===== src/rtl/ptg_pkg.sv =====
`timescale 1ns / 1ps
// shared constants, types and arithmetic helpers for the pan/tilt path generator
// no dependencies; every rtl file refers to it by scoped names
package ptg_pkg;

  // fixed-point formats
  localparam int PHASE_BITS     = 12;
  localparam int TRIG_FRAC_BITS = 15;
  localparam int TRIG_W         = TRIG_FRAC_BITS + 2;
  localparam int POS_W          = 12;
  localparam int DMX_BITS       = 8;

  // sine evaluation: Horner steps of the series in Q30
  localparam int HORNER_STEPS = 7;
  localparam logic [30:0] Q30_ONE      = 31'h4000_0000;
  localparam logic [30:0] PIHALF_Q30   = 31'd1686629713;
  localparam logic [31:0] QUARTER_TURN = 32'h4000_0000;

  // rotation degrees to turn fraction: 2^32/360 = TURN_PER_DEG + 256/360
  localparam logic [23:0] TURN_PER_DEG    = 24'd11930464;
  localparam logic [16:0] RECIP_360       = 17'd93206;
  localparam int          RECIP_360_SHIFT = 25;
  localparam logic [8:0]  DEG_TURN        = 9'd360;
  localparam logic [16:0] DEG_HALF        = 17'd180;

  // pipeline depths
  localparam int FRONT_LAT = 3;
  localparam int SIN_LAT   = 2 + 3 * HORNER_STEPS + 2;
  localparam int SHAPE_LAT = 3;
  localparam int ROT_LAT   = 4;
  localparam int MAP_LAT   = 1 + DMX_BITS;
  localparam int PIPE_LAT  = FRONT_LAT + SIN_LAT + SHAPE_LAT + ROT_LAT + MAP_LAT;

  localparam logic signed [TRIG_W-1:0] TRIG_ONE = TRIG_W'(1) << TRIG_FRAC_BITS;

  typedef enum logic [2:0] {
    SHAPE_CIRCLE  = 3'd0,
    SHAPE_SQUARE  = 3'd1,
    SHAPE_LEAF    = 3'd2,
    SHAPE_LINE    = 3'd3,
    SHAPE_DIAMOND = 3'd4,
    SHAPE_FIGURE8 = 3'd5
  } shape_t;

  typedef enum logic [2:0] {
    REG_SHAPE       = 3'd0,
    REG_WIDTH       = 3'd1,
    REG_HEIGHT      = 3'd2,
    REG_PAN_OFFSET  = 3'd3,
    REG_TILT_OFFSET = 3'd4,
    REG_PAN_TRAVEL  = 3'd5,
    REG_TILT_TRAVEL = 3'd6
  } reg_idx_t;

  typedef struct packed {
    logic signed [TRIG_W-1:0] sin_a;
    logic signed [TRIG_W-1:0] cos_a;
  } trig_t;

  typedef struct packed {
    logic signed [TRIG_W-1:0] cos_r;
    logic signed [TRIG_W-1:0] sin_r;
  } rot_t;

  typedef struct packed {
    logic signed [TRIG_W-1:0] x;
    logic signed [TRIG_W-1:0] y;
  } point_t;

  // Horner divisors, innermost term first
  function automatic logic [7:0] horner_div(input int k);
    logic [7:0] d;
    case (k)
      0: d = 8'd210;
      1: d = 8'd156;
      2: d = 8'd110;
      3: d = 8'd72;
      4: d = 8'd42;
      5: d = 8'd20;
      default: d = 8'd6;
    endcase
    return d;
  endfunction

  // floor(2^32 / divisor), quotient is exact or one low
  function automatic logic [29:0] horner_recip(input int k);
    logic [29:0] m;
    case (k)
      0: m = 30'd20452225;
      1: m = 30'd27531841;
      2: m = 30'd39045157;
      3: m = 30'd59652323;
      4: m = 30'd102261126;
      5: m = 30'd214748364;
      default: m = 30'd715827882;
    endcase
    return m;
  endfunction

  // product rounded half away from zero to TRIG_FRAC_BITS fraction bits
  function automatic logic signed [TRIG_W-1:0] mul_q(input logic signed [TRIG_W-1:0] a,
                                                      input logic signed [TRIG_W-1:0] b);
    logic signed [2*TRIG_W-1:0] p;
    logic [2*TRIG_W-1:0] mag;
    logic [2*TRIG_W-1:0] rnd;
    p   = a * b;
    mag = p[2*TRIG_W-1] ? (2*TRIG_W)'(-p) : (2*TRIG_W)'(p);
    rnd = (mag + ((2*TRIG_W)'(1) << (TRIG_FRAC_BITS - 1))) >> TRIG_FRAC_BITS;
    return p[2*TRIG_W-1] ? -$signed(TRIG_W'(rnd)) : $signed(TRIG_W'(rnd));
  endfunction

endpackage


===== src/rtl/ptg_map.sv =====
`timescale 1ns / 1ps
// clamps one axis to the fixture travel and maps it onto a DMX byte with a
// one-bit-per-stage restoring divider; depends on ptg_pkg
module ptg_map (
  input  logic                               clk,
  input  logic                               en,
  input  logic signed [ptg_pkg::POS_W-1:0]   pos,
  input  logic [9:0]                         travel,
  output logic [ptg_pkg::DMX_BITS-1:0]       value
);

  logic [9:0]         t;
  logic [10:0]        two_t;
  logic signed [13:0] n;
  logic [10:0]        nc;

  logic [18:0] rem_q [0:ptg_pkg::DMX_BITS];
  logic [10:0] d_q   [0:ptg_pkg::DMX_BITS];
  logic [ptg_pkg::DMX_BITS-1:0] q_q [0:ptg_pkg::DMX_BITS];

  // clamp 2v + T into 0..2T and scale by 255
  always_comb begin
    t     = (travel == 10'd0) ? 10'd1 : travel;
    two_t = {t, 1'b0};
    n     = 14'(pos) * 14'sd2 + $signed({4'b0, t});
    if (n < 14'sd0) begin
      nc = '0;
    end else if (n > $signed({3'b0, two_t})) begin
      nc = two_t;
    end else begin
      nc = 11'(n);
    end
  end

  always_ff @(posedge clk) begin
    if (en) begin
      rem_q[0] <= {nc, 8'b0} - 19'(nc);
      d_q[0]   <= two_t;
      q_q[0]   <= '0;
    end
  end

  // quotient bits, most significant first
  for (genvar i = 0; i < ptg_pkg::DMX_BITS; i++) begin : g_div
    logic [18:0] sub;
    logic        take;

    assign sub  = 19'(d_q[i]) << (ptg_pkg::DMX_BITS - 1 - i);
    assign take = rem_q[i] >= sub;

    always_ff @(posedge clk) begin
      if (en) begin
        rem_q[i+1] <= take ? rem_q[i] - sub : rem_q[i];
        d_q[i+1]   <= d_q[i];
        q_q[i+1]   <= {q_q[i][ptg_pkg::DMX_BITS-2:0], take};
      end
    end
  end

  assign value = q_q[ptg_pkg::DMX_BITS];

endmodule


===== config.mk =====
export PLATFORM = sky130hd
export DESIGN_NAME = ptg_map
export DESIGN_NICKNAME = d
export VERILOG_FILES = /design/src/rtl/ptg_pkg.sv /design/src/rtl/ptg_map.sv
export SDC_FILE = /design/constraint.sdc
export NUM_CORES = 1
export LEC_CHECK = 0
export ABC_AREA = 1
export BUFFER_PORTS_ARGS = -buffer_cell sky130_fd_sc_hd__buf_2
export CORE_MARGIN = 2
export CORE_UTILIZATION = 42
export DETAILED_ROUTE_END_ITERATION = 7
export GPL_TIMING_DRIVEN = 0
export PLACE_DENSITY = 0.6
export SLEW_MARGIN = 40
export SYNTH_ARGS = -nofsm -noshare
export SYNTH_HDL_FRONTEND = slang
export SYNTH_SLANG_ARGS = --single-unit

===== constraint.sdc =====
create_clock -name clk -period 7.75 [get_ports clk]
set_input_delay 0.3875 -clock clk [delete_from_list [all_inputs] [get_ports clk]]
set_output_delay 0.3875 -clock clk [all_outputs]
set_load 0.02 [all_outputs]

==> out/metrics.cfg <==
[pwr]
seqPwrFrac_pct=42.4
power_density_nw_per_um2=319
p_switching_w=0.00170
swShare_pct=32.7
p_total_w=0.00521
vdd_drop_max_mv=0.146
power_frac_comb_pct=31.6
cell_internal_pwr_w=0.00350
clkPwrFrac_pct=26.1
p_leak_nw=6.87

[floorplan]
die-area_sq_um=36200
die_y_um=190
die_w_um=190
io-pin-count=32
rows=68
start_util_pct=42.4
core_area_sq_um=34400

[clock_network]
clock_path_buffers=3
cts_tree=built
clk_latency_ns=0.54
clkTransAtPathRegs_ns=0.06
cts.sinks=268
cts_setup_buffers=0
cts_root_buf=clkbuf_16
cts.repair.resized=0
cts_buffers=29
ctsHoldBuffers=0
h-tree-depth=1

[global_routing]
antenna_found_initial=0
grt_start_max_net_pins=83
grt_overflow=0
grt_use_total_pct=16.0
grt_pass1_wl_um=45900
grt_pass1_vias=9803

[layout]
fill_cells=3134
final_core_util_pct=47.5
n_antenna_cell=0
drive_gt1_share_pct=9.20
design_area_sq_um=16300
seqCellArea_sq_um=8050
areaGrowthSynthToFinish_pct=12.1
nets=1578
multi_input_area_sq_um=5550

[setup_path]
cp_max_fo=10
worst_path_most_repeated_cell=inv_1
slowest_stage=fa_1
cpPeakStageDelay_ns=0.40
crit_buf_inv=8
crit_path_end_kind=flop
crit_path_start_kind=input port
crit_family=simple AND/OR/NAND/NOR gates
crit_required_ns=8.03
crit_arrival_ns=4.70
critPathKind=in -> reg

[drt]
drc_errors=0
drt-initial-drc-count=356
routed_wl_um=28400
antenna_left=0
drt_first_pass_iters=7
vias=9578
wl_per_cell_um=14.8
detail_route.vias_per_cell=4.98

[yosys]
yosysSeqAreaShare_pct=55.3
yosys.area.top_type=edfxtp_1
async_flop_share_pct=0
yosys_warnings=0
ys_types=53
ys_ff_latch=268
synth_top_area_share_pct=55.3
synth.cell_area_sq_um=14600
yosys-top-cells-area=edfxtp_1 (55%), ha_1 (8.7%), nand2_1 (5.6%)
synth_ff_type=edfxtp_1
synth_area_per_cell_sq_um=10.6
synth_edf_count=268
syn-num-nets=1513
synthCells=1380

[sta]
rsz0062_at_grt=no
worst_pin_slew_ns=0.804
final-hold-violation-count=0
setup_viol=0
fin_crit_ns=4.42
slew_viol_final=0
slew_headroom_pct=45.9
fin_crit_sh_pct=57.0
skew_ns=0.00981
setup_tns_ns=0
max_freq_mhz=226

[status]
outcome=finished, final reports clean

[placement]
dp_hpwl_um=22300
gp_congestion=0.892
dpl_cell_area_sq_um=15400
portBuffers=31

[min_path]
min_path_type=in -> reg

[job]
cap_viol_max_count=0

[worst paths after layout]
path | from | endpoint | slack (ns) | depth (start not counted)
max | travel[1] | rem_q[0][17] | 3.33 | 29
min | travel[5] | d_q[0][6] | 0.17 | 2
max reg2reg | rem_q[0][98] | rem_q[0][124] | 4.36 | 14
min reg2reg | q_q[6][2] | q_q[7][3] | 0.41 | 0
[power by group through the flow]
stage | combinational [W] | clock (W) | sequential, W
5_1_grt | 0.00186 | 0.00146 | 0.00224
4_1_cts | 0.00166 | 0.00140 | 0.00220
3_3_place_gp | 0.00160 | 0 | 0.00224
3_5_place_dp | 0.00165 | 0 | 0.00223
6_report | 0.00165 | 0.00136 | 0.00221
2_1_floorplan | 0.00126 | 0 | 0.00217
[sequential cells by signal, indices dropped and copies added (netlist names)]
name   flops
q_q       36
d_q       80
rem_q    152
[synth_stat cells, types with 5 or more instances]
master and instances:
nor2_1 79, nand3_1 37, clkbuf_1 19, a21oi_1 83, nand3b_1 5, nand2_1 218, nand2_4 7, a31oi_1 6
ha_1 101, inv_2 9, edfxtp_1 268, a211oi_1 5, xnor2_1 32, o21ai_0 85, o21bai_1 9, o21ai_1 5
nor4_1 14, nor3_1 22, xor2_1 50, nand4_1 27, nand3_2 15, inv_1 216, fa_1 8, o211ai_1 6
[cells by family after synthesis]
| group | count (synthesis) | share of synthesized area, % |
|---|---|---|
| fa+ha+maj | 109 | 9.78 |
| simple gates | 448 | 14.8 |
| xor+xnor | 82 | 4.93 |
| flops | 268 | 55.3 |
| compound gates | 221 | 8.58 |
| buf+inv | 252 | 6.60 |
[final cells by class]
cell class / count / share of cell area [%]
clock inverter: 22 / 1.31
timing repair buffer: 34 / 1.52
sequential: 268 / 49.3
tap: 455 / 3.49
inverter: 227 / 5.22
multi-input combinational: 860 / 34.0
clock buffer: 32 / 4.51
buffer: 25 / 0.667
[cells in the final DEF (no fill, tap or decap), types with 4 or more instances in the layout]
cell	instances
bufinv_16	4
nand2_1	218
clkinv_2	8
xnor2_1	32
nor2_2	4
nor2_1	79
nor4_1	14
a21oi_1	83
nand3_1	37
clkbuf_1	22
nor3_1	22
o21bai_1	9
o21ai_0	85
o21ai_1	5
fa_1	8
buf_2	33
xor2_1	50
ha_1	101
nand2_4	7
edfxtp_1	268
a31oi_1	6
nand3_2	15
clkbuf_16	29
nand3b_1	5
nand2_2	4
a211oi_1	5
inv_2	9
clkinv_1	8
nand4_1	27
o211ai_1	6
a21o_1	4
inv_1	216
[per-layer routing]
layer,routed length [um],GRT usage (%),part of all wire [%]
met2,16200,33.1,57
met1,10200,15.0,36
met4,1280,7.81,4.5
met3,815,2.20,2.9
met5,0,0,0
[through the flow]
| stage | hold slack [ns] | setup WS [ns] | instances |
|---|---|---|---|
| after floorplan | 0.400 | 3.53 | 1380 |
| after global placement | 0.403 | 2.61 | 1866 |
| after detailed placement | 0.405 | 2.76 | 1869 |
| after CTS | 0.156 | 3.32 | 1923 |
| after global routing | 0.178 | 2.96 | 1923 |
| final | 0.168 | 3.33 | 1923 |
(Power assumes the default switching activity.)
