`config.mk`:
```
export PLATFORM = sky130hd
export DESIGN_NAME = ptg_shape
export DESIGN_NICKNAME = d
export VERILOG_FILES = /design/src/rtl/ptg_pkg.sv /design/src/rtl/ptg_shape.sv
export SDC_FILE = /design/constraint.sdc
export NUM_CORES = 2
export LEC_CHECK = 0
export ABC_CLOCK_PERIOD_IN_PS = 14150
export CAP_MARGIN = 20
export CORE_MARGIN = 3
export CORE_UTILIZATION = 57
export CTS_CLUSTER_SIZE = 30
export DETAILED_ROUTE_END_ITERATION = 8
export DONT_BUFFER_PORTS = 1
export GPL_TIMING_DRIVEN = 0
export PLACE_DENSITY = 0.8
export SYNTH_ARGS = -nofsm -noshare
export SYNTH_HDL_FRONTEND = slang
export SYNTH_SLANG_ARGS = --single-unit
```
`constraint.sdc`:
```
create_clock -name clk -period 14.15 [get_ports clk]
set_input_delay 4.245 -clock clk [delete_from_list [all_inputs] [get_ports clk]]
set_output_delay 4.245 -clock clk [all_outputs]
set_load 0.02 [all_outputs]
```
`src/rtl/ptg_pkg.sv`:
```
`timescale 1ns / 1ps
// shared constants, types and arithmetic helpers for the pan/tilt path generator
// no dependencies; every rtl file refers to it by scoped names
package ptg_pkg;

  // fixed-point formats
  localparam int PHASE_BITS     = 12;
  localparam int TRIG_FRAC_BITS = 15;
  localparam int TRIG_W         = TRIG_FRAC_BITS + 2;
  localparam int POS_W          = 12;
  localparam int DMX_BITS       = 8;

  // sine evaluation: Horner steps of the series in Q30
  localparam int HORNER_STEPS = 7;
  localparam logic [30:0] Q30_ONE      = 31'h4000_0000;
  localparam logic [30:0] PIHALF_Q30   = 31'd1686629713;
  localparam logic [31:0] QUARTER_TURN = 32'h4000_0000;

  // rotation degrees to turn fraction: 2^32/360 = TURN_PER_DEG + 256/360
  localparam logic [23:0] TURN_PER_DEG    = 24'd11930464;
  localparam logic [16:0] RECIP_360       = 17'd93206;
  localparam int          RECIP_360_SHIFT = 25;
  localparam logic [8:0]  DEG_TURN        = 9'd360;
  localparam logic [16:0] DEG_HALF        = 17'd180;

  // pipeline depths
  localparam int FRONT_LAT = 3;
  localparam int SIN_LAT   = 2 + 3 * HORNER_STEPS + 2;
  localparam int SHAPE_LAT = 3;
  localparam int ROT_LAT   = 4;
  localparam int MAP_LAT   = 1 + DMX_BITS;
  localparam int PIPE_LAT  = FRONT_LAT + SIN_LAT + SHAPE_LAT + ROT_LAT + MAP_LAT;

  localparam logic signed [TRIG_W-1:0] TRIG_ONE = TRIG_W'(1) << TRIG_FRAC_BITS;

  typedef enum logic [2:0] {
    SHAPE_CIRCLE  = 3'd0,
    SHAPE_SQUARE  = 3'd1,
    SHAPE_LEAF    = 3'd2,
    SHAPE_LINE    = 3'd3,
    SHAPE_DIAMOND = 3'd4,
    SHAPE_FIGURE8 = 3'd5
  } shape_t;

  typedef enum logic [2:0] {
    REG_SHAPE       = 3'd0,
    REG_WIDTH       = 3'd1,
    REG_HEIGHT      = 3'd2,
    REG_PAN_OFFSET  = 3'd3,
    REG_TILT_OFFSET = 3'd4,
    REG_PAN_TRAVEL  = 3'd5,
    REG_TILT_TRAVEL = 3'd6
  } reg_idx_t;

  typedef struct packed {
    logic signed [TRIG_W-1:0] sin_a;
    logic signed [TRIG_W-1:0] cos_a;
  } trig_t;

  typedef struct packed {
    logic signed [TRIG_W-1:0] cos_r;
    logic signed [TRIG_W-1:0] sin_r;
  } rot_t;

  typedef struct packed {
    logic signed [TRIG_W-1:0] x;
    logic signed [TRIG_W-1:0] y;
  } point_t;

  // Horner divisors, innermost term first
  function automatic logic [7:0] horner_div(input int k);
    logic [7:0] d;
    case (k)
      0: d = 8'd210;
      1: d = 8'd156;
      2: d = 8'd110;
      3: d = 8'd72;
      4: d = 8'd42;
      5: d = 8'd20;
      default: d = 8'd6;
    endcase
    return d;
  endfunction

  // floor(2^32 / divisor), quotient is exact or one low
  function automatic logic [29:0] horner_recip(input int k);
    logic [29:0] m;
    case (k)
      0: m = 30'd20452225;
      1: m = 30'd27531841;
      2: m = 30'd39045157;
      3: m = 30'd59652323;
      4: m = 30'd102261126;
      5: m = 30'd214748364;
      default: m = 30'd715827882;
    endcase
    return m;
  endfunction

  // product rounded half away from zero to TRIG_FRAC_BITS fraction bits
  function automatic logic signed [TRIG_W-1:0] mul_q(input logic signed [TRIG_W-1:0] a,
                                                      input logic signed [TRIG_W-1:0] b);
    logic signed [2*TRIG_W-1:0] p;
    logic [2*TRIG_W-1:0] mag;
    logic [2*TRIG_W-1:0] rnd;
    p   = a * b;
    mag = p[2*TRIG_W-1] ? (2*TRIG_W)'(-p) : (2*TRIG_W)'(p);
    rnd = (mag + ((2*TRIG_W)'(1) << (TRIG_FRAC_BITS - 1))) >> TRIG_FRAC_BITS;
    return p[2*TRIG_W-1] ? -$signed(TRIG_W'(rnd)) : $signed(TRIG_W'(rnd));
  endfunction

endpackage

```
`src/rtl/ptg_shape.sv`:
```
`timescale 1ns / 1ps
// unit point of the selected path shape, three stages of Q1.15 products
// depends on ptg_pkg
module ptg_shape (
  input  logic                              clk,
  input  logic                              en,
  input  logic [2:0]                        shape,
  input  logic [ptg_pkg::PHASE_BITS-1:0]    ph,
  input  ptg_pkg::trig_t                    trig,
  output ptg_pkg::point_t                   pt
);

  logic                               neg_sin;
  logic signed [ptg_pkg::TRIG_W-1:0]  sn;
  logic [1:0]                         quarter;
  logic [ptg_pkg::PHASE_BITS-3:0]     u;
  logic signed [ptg_pkg::TRIG_W-1:0]  lin;
  logic signed [ptg_pkg::TRIG_W-1:0]  sqx, sqy;

  logic signed [ptg_pkg::TRIG_W-1:0]  sn1, ca1, ss1, cc1, sqx1, sqy1;
  logic signed [ptg_pkg::TRIG_W-1:0]  sn2, ca2, p2, p3, sqx2, sqy2;
  logic signed [ptg_pkg::TRIG_W-1:0]  leaf_x;
  ptg_pkg::point_t                    pt_next;

  // first stage: shape sign, square edges and the squares
  always_comb begin
    neg_sin = (shape == ptg_pkg::SHAPE_LEAF) || (shape == ptg_pkg::SHAPE_FIGURE8);
    sn      = neg_sin ? -trig.sin_a : trig.sin_a;
    quarter = ph[ptg_pkg::PHASE_BITS-1:ptg_pkg::PHASE_BITS-2];
    u       = ph[ptg_pkg::PHASE_BITS-3:0];
    lin     = $signed((ptg_pkg::TRIG_W)'(
                ((ptg_pkg::PHASE_BITS + ptg_pkg::TRIG_FRAC_BITS - 1)'(u)
                  << (ptg_pkg::TRIG_FRAC_BITS + 1)) >> (ptg_pkg::PHASE_BITS - 2)))
              - ptg_pkg::TRIG_ONE;
    case (quarter)
      2'd0: begin
        sqx = lin;
        sqy = ptg_pkg::TRIG_ONE;
      end
      2'd1: begin
        sqx = ptg_pkg::TRIG_ONE;
        sqy = -lin;
      end
      2'd2: begin
        sqx = -lin;
        sqy = -ptg_pkg::TRIG_ONE;
      end
      default: begin
        sqx = -ptg_pkg::TRIG_ONE;
        sqy = lin;
      end
    endcase
  end

  always_ff @(posedge clk) begin
    if (en) begin
      sn1  <= sn;
      ca1  <= trig.cos_a;
      ss1  <= ptg_pkg::mul_q(sn, sn);
      cc1  <= ptg_pkg::mul_q(trig.cos_a, trig.cos_a);
      sqx1 <= sqx;
      sqy1 <= sqy;
    end
  end

  // second stage: fourth power for the leaf, cubes for the diamond
  always_ff @(posedge clk) begin
    if (en) begin
      p2   <= ptg_pkg::mul_q(ss1, (shape == ptg_pkg::SHAPE_LEAF) ? ss1 : sn1);
      p3   <= ptg_pkg::mul_q(cc1, ca1);
      sn2  <= sn1;
      ca2  <= ca1;
      sqx2 <= sqx1;
      sqy2 <= sqy1;
    end
  end

  // third stage: fifth power and shape select
  always_comb begin
    leaf_x = ptg_pkg::mul_q(p2, sn2);
    case (shape)
      ptg_pkg::SHAPE_CIRCLE: begin
        pt_next.x = sn2;
        pt_next.y = ca2;
      end
      ptg_pkg::SHAPE_SQUARE: begin
        pt_next.x = sqx2;
        pt_next.y = sqy2;
      end
      ptg_pkg::SHAPE_LEAF: begin
        pt_next.x = leaf_x;
        pt_next.y = ca2;
      end
      ptg_pkg::SHAPE_LINE: begin
        pt_next.x = ca2;
        pt_next.y = ca2;
      end
      ptg_pkg::SHAPE_DIAMOND: begin
        pt_next.x = p2;
        pt_next.y = p3;
      end
      ptg_pkg::SHAPE_FIGURE8: begin
        pt_next.x = sn2;
        pt_next.y = ca2;
      end
      default: begin
        pt_next.x = '0;
        pt_next.y = '0;
      end
    endcase
  end

  always_ff @(posedge clk) begin
    if (en) begin
      pt <= pt_next;
    end
  end

endmodule

```
==> flow_metrics.tcl <==
set metrics [dict create \
    finalHoldWorstSlack_ns 0.416 \
    met2WireLength_mm 86.6 \
    maxSlewHeadroom 0.274 \
    ys_types 133 \
    hold_path_depth 0 \
    antenna_violating_nets_post_route 0 \
    synth_enable_flop_cells 214 \
    post-route-drc-count 0 \
    met1_length_mm 68.1 \
    crit_path_top_delay_cell "sky130_fd_sc_hd__fa_1" \
    areaGrowthSynthToFinish_pct 5.66 \
    synth_sequential_area_ratio 0.0939 \
    synth-main-ff-cell "sky130_fd_sc_hd__edfxtp_1" \
    postSynthAreaPerCell_um2 9.22 \
    worst-r2r-cell-count 38 \
    fraction_of_the_mapped_netlist_area_in_compound_gates 0.0890 \
    grt_util_all_layers 0.296 \
    post-place-cells 9027 \
    whs_endpoint "sqy2[16]" \
    setup_viol_count_final 0 \
    clock_tree.root_cell "sky130_fd_sc_hd__clkbuf_16" \
    synth.cell_area_um2 68400 \
    fmax_mhz 71.8 \
    finalMaxSlewViolations 0 \
    setup.worst_path.class "in -> reg" \
    avgRoutedWirePerCell_um 19.8 \
    io_pins 85 \
    num_vias 52311 \
    worst_hold_startpoint "sqy1[16]" \
    drt-total-wl_mm 180 \
    synthesis_warnings 0 \
    worstReg2RegEnd "pt[27]" \
    mappedNetlistNets 9337 \
    timing.rr.start "p2[14]" \
    area_of_the_die_um2 124000 \
    layout.filler_cells 9956 \
    synthSimpleGateAreaFrac 0.154 \
    worstMarginPinSlew_ns 1.09 \
    regToRegSetupSlack_ns 2.05 \
    mostFrequentLayoutCell "sky130_fd_sc_hd__inv_1" \
    gr_overflow_total 0 \
    xor_xnor_fraction_of_synth_area 0.0532 \
    crit_arrival_ns 14.23 \
    fraction_of_layout_instances_using_a_drive_strength_above_1 0.0468 \
    viasPerCell 5.74 \
    clk_latency_ns 0.58 \
    hold_path_class "reg -> reg" \
    cts_hold_buffers 0 \
    detailedRoute.firstIterationViolations 4337 \
    floorplan.die.height_um 353 \
    hold_viol 0 \
    ys_seq_elements 214 \
    layoutNonFillerInstCount 9106 \
    first_global_vias 56128 \
    synth.area.mux_share 0.00750 \
    worstSetupStartpointType "input port" \
    met3RoutedLength_mm 16.7 \
    die_outline_width_um 353 \
    final.setup_skew_ns 0.0178 \
    outcome "completed" \
    setup_repair_after_global_routing_missed_its_margin "yes" \
    worst_path_most_repeated_cell "sky130_fd_sc_hd__fa_1" \
    maxCapViolations 0 \
    placement.io_buffers 0 \
    clock_tree.htree_level_count 1 \
    fin_crit_sh 0.984 \
    share_of_synthesized_cell_area_in_full_adder_half_adder_and_majority_cells 0.497 \
    number_of_antenna_violations_at_the_first_check_in_global_routing 12 \
    combinational_family_with_the_most_area_after_synthesis "adder cells" \
    clkTransAtPathRegs_ns 0.06 \
    dpl.hpwl_mm 150 \
    sinks_on_the_clock_net 214 \
    cts_buffers 27 \
    layout_common_cells "1625 x sky130_fd_sc_hd__inv_1, 1422 x sky130_fd_sc_hd__fa_1, 834 x sky130_fd_sc_hd__nand2_1, 430 x sky130_fd_sc_hd__ha_1, 427 x sky130_fd_sc_hd__and2_1" \
    grt_max_degree 215 \
    top_layer_used "met5" \
    fin_crit_ns 13.93 \
    cts-root-to-sink-buffers 3 \
    core_area_um2 119000 \
    initial_utilization 0.577 \
    count_of_mapped_cells_out_of_synthesis 7423 \
    finalWeightedCongestion 0.970 \
    grt_first_pass_wirelength_mm 293 \
    worst_stage_delay_on_the_critical_path_ns 0.58 \
    timing.critical_path.required_ns 14.45 \
    critical_path.max_fanout 11 \
    detail_route.first_pass.iterations 6 \
    timing.critical_path.to_type "flip-flop" \
    synth-async-reset-ratio 0 \
    std_cell_rows 126 \
    final_nets 9393 \
    cts_tree "built" \
]
## worst max-delay path by stage
stage             start  endpoint  slack [ns]  cells past startpoint
3_3_place_gp   trig[17]   ss1[16]       -2.70                     44
4_1_cts        trig[17]   ss1[12]       -0.07                     44
5_1_grt        trig[17]   ss1[12]       -0.14                     42
6_report       trig[17]   ss1[12]        0.22                     45
2_1_floorplan  trig[17]   ss1[16]       0.001                     44
3_5_place_dp   trig[17]   ss1[16]       -2.90                     44
## cells in the mapped netlist, types with 31 or more instances
cell / n / area (um2)
sky130_fd_sc_hd__nor2b_1: 64 / 400
sky130_fd_sc_hd__xor2_1: 135 / 1180
sky130_fd_sc_hd__xnor2_1: 276 / 2420
sky130_fd_sc_hd__clkbuf_1: 237 / 890
sky130_fd_sc_hd__nor2_1: 297 / 1110
sky130_fd_sc_hd__o21ai_0: 163 / 816
sky130_fd_sc_hd__a31oi_1: 51 / 319
sky130_fd_sc_hd__fa_1: 1428 / 28600
sky130_fd_sc_hd__a21o_1: 86 / 646
sky130_fd_sc_hd__edfxtp_1: 214 / 6430
sky130_fd_sc_hd__nor3_1: 78 / 390
sky130_fd_sc_hd__a21oi_1: 181 / 906
sky130_fd_sc_hd__nand3_1: 76 / 380
sky130_fd_sc_hd__ha_1: 435 / 5440
sky130_fd_sc_hd__o21a_1: 40 / 300
sky130_fd_sc_hd__nand2_1: 839 / 3150
sky130_fd_sc_hd__and2_1: 427 / 2670
sky130_fd_sc_hd__mux2i_1: 31 / 310
sky130_fd_sc_hd__nand2b_1: 62 / 388
sky130_fd_sc_hd__or3_1: 31 / 194
sky130_fd_sc_hd__inv_1: 1629 / 6110
## critical path: cells and delay by family
kind / cells / cell delay [ns]
compound gates: 9 / 1.78
fa+ha+maj: 9 / 3.91
buf+inv: 15 / 2.03
xor+xnor: 4 / 0.63
simple gates: 8 / 1.62
## routing by layer
| metal | up-vias | track usage |
|---|---|---|
| met5 | - | 0 |
| met4 | 8 | 0.119 |
| met3 | 512 | 0.0647 |
| met2 | 2184 | 0.497 |
| met1 | 26406 | 0.372 |
| li1 | 23201 | - |
## stage by stage
stage               worst slack (ns)   util  TNS, ns  instance area [um2]
floorplan                    0.00119      -        0                68500
global placement               -2.70  0.595   -72.41                70500
detailed placement             -2.90  0.595   -81.93                70500
CTS                          -0.0703  0.606   -0.154                71900
global route                  -0.139  0.610   -0.721                72300
finish                         0.223  0.610        0                72300
## sequential cells by signal (all words and copies together) (netlist names)
| register | count |
|---|---|
| cc1 | 17 |
| pt | 34 |
| sqy2 | 11 |
| sn2 | 17 |
| p2 | 17 |
| sqy1 | 11 |
| ss1 | 17 |
| sqx1 | 11 |
| sqx2 | 11 |
| sn1 | 17 |
| p3 | 17 |
| ca2 | 17 |
| ca1 | 17 |
## cells by family after synthesis
| family | count (synthesis) |
|---|---|
| AND/OR/NAND/NOR | 2108 |
| buffers and inverters | 1898 |
| adder cells (fa/ha/maj) | 1864 |
| AO/OA/AOI/OAI | 878 |
| XOR/XNOR | 413 |
| flip-flops | 214 |
| multiplexers | 48 |
## final cells by class
| type | instances | area, um2 | share of cell area |
|---|---|---|---|
| flip-flops and latches | 214 | 6430 | 0.0889 |
| diodes | 6 | 15.0 | 0.000208 |
| multi-input cells | 5311 | 55300 | 0.764 |
| well taps | 1600 | 2000 | 0.0277 |
| clock inverters | 21 | 284 | 0.00393 |
| clock buffers | 29 | 683 | 0.00945 |
| repair buffers | 33 | 260 | 0.00360 |
| inverters | 1635 | 6160 | 0.0851 |
| plain buffers | 257 | 1210 | 0.0168 |
## what timing repair did
item	in CTS	in global routing
gates cloned	0	0
setup endpoints to repair	45	28
pin swaps	13	20
setup buffers	10	19
gates resized for setup	98	112
Power is not shown: default switching activity piles up to over one toggle a cycle in this logic, so the estimate is an artifact.
